`config.mk`:
```
export PLATFORM = sky130hd
export DESIGN_NAME = agas_cell
export DESIGN_NICKNAME = d
export VERILOG_FILES = /design/src/sv/affine_gap_alignment_scorer_assert.svh /design/src/sv/agas_pkg.sv /design/src/sv/agas_cell.sv
export SDC_FILE = /design/constraint.sdc
export NUM_CORES = 1
export LEC_CHECK = 0
export BUFFER_PORTS_ARGS = -buffer_cell sky130_fd_sc_hd__buf_2
export CORE_AREA = 2 2 178 180
export DETAILED_ROUTE_END_ITERATION = 10
export DIE_AREA = 0 0 180 182
export MAX_ROUTING_LAYER = met4
export PLACE_DENSITY = 0.65
export SLEW_MARGIN = 0
export SYNTH_ARGS = -nofsm -noshare
export SYNTH_HDL_FRONTEND = slang
export SYNTH_SLANG_ARGS = --single-unit
```
`constraint.sdc`:
```
create_clock -name vclk -period 27.4
set_input_delay 5.48 -clock vclk [all_inputs]
set_output_delay 5.48 -clock vclk [all_outputs]
set_load 0.005 [all_outputs]
```
`src/sv/affine_gap_alignment_scorer_assert.svh`:
```
// assertion helpers, clocked on clk and disabled during rst
`ifndef AFFINE_GAP_ALIGNMENT_SCORER_ASSERT_SVH
`define AFFINE_GAP_ALIGNMENT_SCORER_ASSERT_SVH

// same-cycle implication
`define AGAS_ASSERT_IMP(lbl, ante, cons) \
  lbl: assert property (@(posedge clk) disable iff (rst) (ante) |-> (cons)) \
    else $error("agas assertion failed");

// next-cycle implication
`define AGAS_ASSERT_NXT(lbl, ante, cons) \
  lbl: assert property (@(posedge clk) disable iff (rst) (ante) |=> (cons)) \
    else $error("agas assertion failed");

`endif

```
`src/sv/agas_pkg.sv`:
```
package agas_pkg;

  localparam int MAX_LEN    = 256;
  localparam int LEN_W      = $clog2(MAX_LEN + 1);
  localparam int SYM_AW     = $clog2(MAX_LEN);
  localparam int ROW_DEPTH  = MAX_LEN + 1;
  localparam int CELL_W     = 20;
  localparam int WIDE_W     = 22;
  localparam int CELL_BITS  = 3 * CELL_W;

  localparam logic signed [CELL_W-1:0] NEG_INF  = -20'sd100000;
  localparam logic signed [CELL_W-1:0] CELL_MAX = 20'sh7FFFF;
  localparam logic signed [CELL_W-1:0] CELL_MIN = 20'sh80000;

  localparam logic [1:0] MODE_FIRST  = 2'd0;
  localparam logic [1:0] MODE_SECOND = 2'd1;
  localparam logic [1:0] MODE_RUN    = 2'd2;

  localparam logic [2:0] REG_KIND       = 3'd0;
  localparam logic [2:0] REG_MATCH      = 3'd1;
  localparam logic [2:0] REG_MISMATCH   = 3'd2;
  localparam logic [2:0] REG_GAP_OPEN   = 3'd3;
  localparam logic [2:0] REG_GAP_EXTEND = 3'd4;

  typedef enum logic [1:0] {
    KIND_GLOBAL,
    KIND_LOCAL,
    KIND_ENDS_FREE,
    KIND_PARTIAL_FREE
  } kind_t;

  typedef enum logic [3:0] {
    ST_IDLE,
    ST_INIT,
    ST_ROW_RD,
    ST_ROW_LD,
    ST_CELL_RD,
    ST_CELL_WR,
    ST_ROW_END,
    ST_SCAN_RD,
    ST_SCAN_CK,
    ST_FINISH
  } state_t;

  typedef struct packed {
    logic signed [CELL_W-1:0] m;
    logic signed [CELL_W-1:0] v;
    logic signed [CELL_W-1:0] h;
  } cell_t;

  typedef struct packed {
    logic signed [7:0] match_sc;
    logic signed [7:0] mismatch_sc;
    logic signed [7:0] gap_open;
    logic signed [7:0] gap_ext;
    logic              local_en;
  } score_cfg_t;

  function automatic logic signed [WIDE_W-1:0] widen_cell(input logic signed [CELL_W-1:0] c);
    widen_cell = signed'({{(WIDE_W-CELL_W){c[CELL_W-1]}}, c});
  endfunction

  function automatic logic signed [WIDE_W-1:0] widen_byte(input logic signed [7:0] b);
    widen_byte = signed'({{(WIDE_W-8){b[7]}}, b});
  endfunction

  function automatic logic signed [WIDE_W-1:0] max3_wide(
    input logic signed [WIDE_W-1:0] a,
    input logic signed [WIDE_W-1:0] b,
    input logic signed [WIDE_W-1:0] c
  );
    logic signed [WIDE_W-1:0] t;
    t = (a > b) ? a : b;
    max3_wide = (t > c) ? t : c;
  endfunction

  function automatic logic signed [CELL_W-1:0] cell_best(input cell_t c);
    logic signed [CELL_W-1:0] t;
    t = (c.m > c.v) ? c.m : c.v;
    cell_best = (t > c.h) ? t : c.h;
  endfunction

  function automatic logic signed [CELL_W-1:0] clamp_cell(input logic signed [WIDE_W-1:0] w);
    if (w > widen_cell(CELL_MAX)) begin
      clamp_cell = CELL_MAX;
    end else if (w < widen_cell(CELL_MIN)) begin
      clamp_cell = CELL_MIN;
    end else begin
      clamp_cell = w[CELL_W-1:0];
    end
  endfunction

endpackage

```
`src/sv/agas_cell.sv`:
```
module agas_cell (
  input  agas_pkg::score_cfg_t             cfg,
  input  logic                             sym_eq,
  input  agas_pkg::cell_t                  diag,
  input  agas_pkg::cell_t                  up,
  input  agas_pkg::cell_t                  left,
  output agas_pkg::cell_t                  cell_new,
  output logic signed [agas_pkg::CELL_W-1:0] cell_max
);
  import agas_pkg::*;

  logic signed [WIDE_W-1:0] s_w, go_w, ge_w;
  logic signed [WIDE_W-1:0] m_w, v_w, h_w;

  always_comb begin
    s_w  = widen_byte(sym_eq ? cfg.match_sc : cfg.mismatch_sc);
    go_w = widen_byte(cfg.gap_open);
    ge_w = widen_byte(cfg.gap_ext);
    m_w  = s_w + max3_wide(widen_cell(diag.m), widen_cell(diag.v), widen_cell(diag.h));
    v_w  = max3_wide(go_w + widen_cell(up.m), ge_w + widen_cell(up.v),
                     go_w + widen_cell(up.h));
    h_w  = max3_wide(go_w + widen_cell(left.m), ge_w + widen_cell(left.h),
                     go_w + widen_cell(left.v));
    if (cfg.local_en) begin
      if (m_w < 0) m_w = '0;
      if (v_w < 0) v_w = '0;
      if (h_w < 0) h_w = '0;
    end
    cell_new.m = clamp_cell(m_w);
    cell_new.v = clamp_cell(v_w);
    cell_new.h = clamp_cell(h_w);
    cell_max   = cell_best(cell_new);
  end

endmodule

```
After elaboration in Yosys (flattened, before gate mapping)
Cells that the tools add are included.
Cells by class
  mux-type cells: 21
  add/sub/neg operators: 7
  order comparisons: 17
Operators with widths (count)
  $mux W22: 12
  $mux W20: 8
  $add A8 B20 Y21: 6
  $gt A22 B20 Y1 const B: 3
  $lt A22 B1 Y1 const B: 3
  $lt A22 B20 Y1 const B: 3
  $gt A20 B20 Y1: 3
  $gt A22 B21 Y1: 2
  $gt A21 B21 Y1: 2
  $add A8 B22 Y22: 1
  $gt A22 B20 Y1: 1
  $mux W8: 1
Storage, ports and cells
  register bits after elaboration: 0
  output and inout bits: 80
  input bits: 214
  logic and storage cells: 45

Longest topological paths before layout
Gate-level depths: netlist of run 1.
  word-level depth: 15
  mapped depth: 59
  gate-level depth less buffers: 55

Least setup slack after synthesis of run 1
Ideal clock, no wire load.
  path type: input to output
  start point: input diag[25] in the netlist's numbering
  end point: output cell_max[14] in the netlist's numbering
  stages: 57
  required time: 21.920 ns
  buffers on the path: 6
  path slack: 5.663 ns
  arrival: 16.257 ns
  cells stage by stage: inv_1 -> ha_1 -> a21o_1 -> a21o_1 -> a21o_1 -> a21o_1 -> a221oi_1 -> o21ai_0 -> a21oi_1 -> mux2_2 -> buf_2 -> mux2_2 -> ha_1 -> nor2b_1 -> o21a_1 -> o21a_1 -> o21a_1 -> o21a_1 -> [... 21 more ...] -> o21ai_0 -> mux2_2 -> clkbuf_1 -> clkbuf_1 -> a21oi_1 -> a21o_1 -> ha_1 -> a21o_1 -> a21o_1 -> a21o_1 -> a211o_1 -> o211ai_1 -> a21o_1 -> o211ai_1 -> inv_1 -> nor2_2 -> buf_6 -> a222oi_1
RTL lines
  start: declaration: line agas_cell.sv:4  | input agas_pkg::cell_t diag,
  end: declaration: line agas_cell.sv:8  | output logic signed [agas_pkg::CELL_W-1:0] cell_max

Worst setup path in the final report of run 1
  start point: input cfg[16] in the netlist's numbering
  end point: output cell_max[0] in the netlist's numbering
On the way
  longest elaborated chain between the ends: 15
  elaborated cells between the ends (all ways): 30
  classes of those cells: add/sub (4); order compare (12); mux (14)
Ends and longest elaborated chain
  start: declaration: line agas_cell.sv:2  | input agas_pkg::score_cfg_t cfg,
  $add A8 B20 Y21: line agas_cell.sv:20  | v_w = max3_wide(go_w + widen_cell(up.m), ge_w + widen_cell(up.v),
  $gt A21 B21 Y1: line agas_pkg.sv:73  | t = (a > b) ? a : b;
  $mux W22: line agas_pkg.sv:73
  $gt A22 B21 Y1: line agas_pkg.sv:74  | max3_wide = (t > c) ? t : c;
  $mux W22: line agas_pkg.sv:74
  $lt A22 B1 Y1: line agas_cell.sv:26  | if (v_w < 0) v_w = '0;
  $mux W22: line agas_cell.sv:26
  $mux W22: line agas_cell.sv:24  | if (cfg.local_en) begin
  $lt A22 B20 Y1: line agas_pkg.sv:86  | end else if (w < widen_cell(CELL_MIN)) begin
  $mux W20: line agas_pkg.sv:86
  $mux W20: line agas_pkg.sv:84  | if (w > widen_cell(CELL_MAX)) begin
  $gt A20 B20 Y1: line agas_pkg.sv:79  | t = (c.m > c.v) ? c.m : c.v;
  $mux W20: line agas_pkg.sv:79
  $gt A20 B20 Y1: line agas_pkg.sv:80  | cell_best = (t > c.h) ? t : c.h;
  $mux W20 (*): line agas_pkg.sv:80
Mark *: on every way between the ends. The rest lies on a longest branch, timed or not.

==> results of run 1 <==
-- cell type report --
class,instances,share of cell area [%]
timing repair buffer,299,9.698
inverter,162,3.908
multi-input combinational,1716,83.15
tap,402,3.233
antenna,1,0.01608
-- worst paths after layout --
kind | end | depth (start not counted)
worst max-delay path | cell_max[0] | 45
worst min-delay path | cell_new[59] | 3
-- metal layers --
layer | wire length [um] | vias to the layer above | GRT usage [%]
met2 | 22720 | 524 | 50.27
met4 | 1368 | 0 | 6.569
met1 | 22060 | 7076 | 37.47
met5 | 0 | - | -
li1 | - | 7745 | -
met3 | 2758 | 79 | 1.625
-- per-stage QoR --
step	worst slack [ns]	cell area (um^2)
finish	2.031	15560
global route	0.9578	15560
CTS	2.224	15560
detailed placement	2.228	15560
global placement	2.780	15560
floorplan	5.663	13720
-- cells by family after synthesis --
kind of cell               count (synthesis)  synth area share [%]
AOI/OAI and AO/OA                        659                 31.75
and+or+nand+nor                          547                 19.75
adders and majority gates                311                 28.74
buffers and inverters                    199                 5.717
xor gates and xnor gates                 112                 7.149
muxes                                     87                 6.893
-- synthesized netlist by cell type, types with 6 or more instances --
library cell	instances	area (um^2)
and4_1	9	78.83
o31ai_1	9	67.56
a21o_1	84	630.6
o21a_1	31	232.7
nand3_1	56	280.3
mux2i_1	27	270.3
o211ai_1	25	187.7
xor2_1	49	429.2
clkbuf_1	20	75.07
nor4_1	12	75.07
a21oi_1	183	915.9
a21boi_0	7	52.55
o22a_1	6	52.55
a211oi_1	32	240.2
or2_2	6	37.54
and2_1	22	137.6
a221oi_1	8	70.07
nor2b_1	30	187.7
o21ai_0	116	580.6
nand2_1	156	585.6
xnor2_1	63	551.8
nor2_1	111	416.7
nand2b_1	8	50.05
o2111ai_1	8	70.07
buf_2	11	55.05
and3_1	22	137.6
nor3_1	39	195.2
or3_1	17	106.4
a222oi_1	10	100.1
nand4_1	34	212.7
ha_1	304	3804
a31oi_1	23	143.9
fa_1	7	140.1
o21ai_1	7	35.03
mux2_2	60	675.7
a22oi_1	13	97.59
o21bai_1	20	150.1
inv_1	161	604.3
a31o_2	7	61.31
==> flow_summary.toml, run 1 <==
[floorplanning]
initial_utilization_pct = 44.28
die_height_um = 182
io_pins = 294
die_x_um = 180
die_area_um2 = 32760
core_um2 = 30990
rows = 65

[placement]
place_hpwl_um = 43120
routabilityCongestion = 0.9941
dpl.cell_count = 2579
portBuffers = 294

[global_route]
track_usage_pct = 29.15
grt_start_max_net_pins = 35
grt_pass1_vias = 14594
grt_pass1_wl_um = 75830
antenna_found_initial = 1
grt_overflow = 0

[final_layout]
seq_cells = 0
multi_input_area_um2 = 12940
mostFrequentLayoutCell = "ha_1"
area_growth_pct = 13.39
drive_gt1_share_pct = 18.42
fin_nets = 2704
clockBufferCount = 0
fin_util_pct = 50.22
n_fill_cell = 3180
stdcell_count = 2580
mostFrequentLayoutCells = "304 x ha_1, 294 x buf_2, 183 x a21oi_1"
ff_latch_area_um2 = 0

[timing]
hold_viol = 0
setup_viol = 0
tns_ns = 0
worst_pin_slew_ns = 1.235
fin_crit_sh_pct = 92.59
holdWs_ns = 11.66
fmax_ghz = 0.03942
drv_slew = 0
slew_headroom_pct = 17.29
rsz0062_at_grt = "false"
min_period_ns = 25.37

[run]
cap_viol_max_count = 0

[setup_path]
path_delay_family = "compound AO/OA/AOI/OAI gates"
critPathBufInv = 5
startpoint = "cfg[16]"
start_kind = "input pin"
required_ns = 21.92
endpoint_kind = "primary output"
cp_slowest_stage_delay_ns = 1.00
crit_slowest_cell = "o211ai_1"
arrival_ns = 19.89
path_max_fanout = 34
crit_type = "input pin to primary output"
path_common_cell = "ha_1"

[logic_synthesis]
netlist_area_um2 = 13720
postSynthAreaPerCell_um2 = 7.165
synth_nets = 2440
yosysWarnings = 0
ys_seq_area_share_pct = 0
yosys.cell_types.count = 88
synthCells = 1915

[routing]
routed_via_density = 5.978
post-route-drc-count = 0
wirelength_um = 48900
vias = 15424
wl_per_cell_um = 18.96
drt_iter0_markers = 1120
first_pass_iters = 5
ant_nets = 0

[clock_network]
cts_setup_buffers = 0
holdBufCountCts = 0
cts-resized-gates = 0

[hold_path]
min_path_type = "input pin to primary output"
hold_start = "cfg[0]"

[outcome]
outcome = "complete, no violations"
Power of run 1 is left out: the tool's default activity adds up to more than one toggle a clock period on the data nets, which glitch-free logic cannot reach.
==> run 2: changes to the inputs <==
--- a/config.mk
+++ b/config.mk
@@ -6,11 +6,11 @@
 export NUM_CORES = 1
 export LEC_CHECK = 0
 export BUFFER_PORTS_ARGS = -buffer_cell sky130_fd_sc_hd__buf_2
-export CORE_AREA = 2 2 178 180
+export CORE_AREA = 2 2 199 201
 export DETAILED_ROUTE_END_ITERATION = 10
-export DIE_AREA = 0 0 180 182
+export DIE_AREA = 0 0 201 203
 export MAX_ROUTING_LAYER = met4
-export PLACE_DENSITY = 0.65
+export PLACE_DENSITY = 0.54
 export SLEW_MARGIN = 0
 export SYNTH_ARGS = -nofsm -noshare
 export SYNTH_HDL_FRONTEND = slang
==> run 2 against run 1 <==
- flip-flop and latch count did not move
- global-route usage shrank 4.6 points
- highest routed layer unchanged
- largest cell class unchanged
- routed wire length is 5.0% higher
==> flow_summary.toml, run 2 (synthesis results as in run 1) <==
[setup_path]
crit_type = "input pin to primary output"
path_max_fanout = 21
path_delay_family = "simple AND/OR/NAND/NOR gates"
endpoint_kind = "primary output"
cp_slowest_stage_delay_ns = 0.77
critPathBufInv = 5
arrival_ns = 19.11
start_kind = "input pin"
path_common_cell = "ha_1"
required_ns = 21.92
crit_slowest_cell = "a222oi_1"

[floorplanning]
io_pins = 294
die_x_um = 201
die_height_um = 203
initial_utilization_pct = 35.67
core_um2 = 38470
die_area_um2 = 40800
rows = 72

[timing]
tns_ns = 0
min_period_ns = 24.59
rsz0062_at_grt = "false"
fin_ws_ns = 2.810
fin_crit_sh_pct = 89.74
slew_headroom_pct = 32.36
setup_viol = 0
drv_slew = 0
fmax_ghz = 0.04067
worst_pin_slew_ns = 1.014
hold_viol = 0

[routing]
post-route-drc-count = 0
ant_nets = 0
wirelength_um = 51360
first_pass_iters = 7
vias = 15251
routed_via_density = 5.649
wl_per_cell_um = 19.02
drt_iter0_markers = 851

[global_route]
antenna_found_initial = 3
track_usage_pct = 24.56
grt_start_max_net_pins = 53
grt_pass1_wl_um = 78490
grt_pass1_vias = 14472
grt_overflow = 0

[clock_network]
cts_setup_buffers = 0
holdBufCountCts = 0
cts-resized-gates = 0

[final_layout]
mostFrequentLayoutCells = "304 x ha_1, 294 x buf_2, 183 x a21oi_1"
area_growth_pct = 14.65
mostFrequentLayoutCell = "ha_1"
drive_gt1_share_pct = 18.54
ff_latch_area_um2 = 0
seq_cells = 0
clockBufferCount = 0
fin_nets = 2706

[run]
cap_viol_max_count = 0

[placement]
portBuffers = 294
place_ws_ns = 3.030
place_hpwl_um = 45640
routabilityCongestion = 0.9394

[hold_path]
min_path_type = "input pin to primary output"

[outcome]
outcome = "complete, no violations"
run 2: metal layers:
| metal | share of wire (%) | routed length, um | global-route usage [%] | vias to the layer above |
|---|---|---|---|---|
| li1 | - | - | - | 7745 |
| met1 | 47 | 23960 | 32.08 | 6971 |
| met2 | 46 | 23600 | 41.62 | 476 |
| met3 | 5.3 | 2703 | 2.103 | 59 |
| met4 | 2.1 | 1098 | 4.497 | 0 |
| met5 | 0 | 0 | - | - |
run 2: per-stage QoR:
stage	instances	utilization [%]	instance area, um^2	hold WS, ns
after floorplan	1915	-	13720	11.17
after global placement	2697	40.88	15730	11.68
after detailed placement	2697	40.88	15730	11.70
after CTS	2697	40.88	15730	11.71
after global routing	2700	40.90	15730	11.71
final	2700	40.90	15730	11.67
run 2: final timing paths:
check	startpoint	endpoint	slack, ns	cells past startpoint
worst min-delay path	cfg[0]	cell_new[8]	11.67	4
worst max-delay path	cfg[1]	cell_max[0]	2.81	49
run 2: tightest hold or removal path, cell delays in order:
cell    delay (ns)
buf_2         0.24
o22a_1        0.29
inv_1         0.06
buf_2         0.10
run 2: cell type report:
type,instances,area [um^2]
Multi-Input combinational cell,1716,12940
Tap cell,518,648.1
Antenna cell,3,7.507
Fill cell,4128,22730
Inverter,162,608.1
Timing Repair Buffer,301,1524
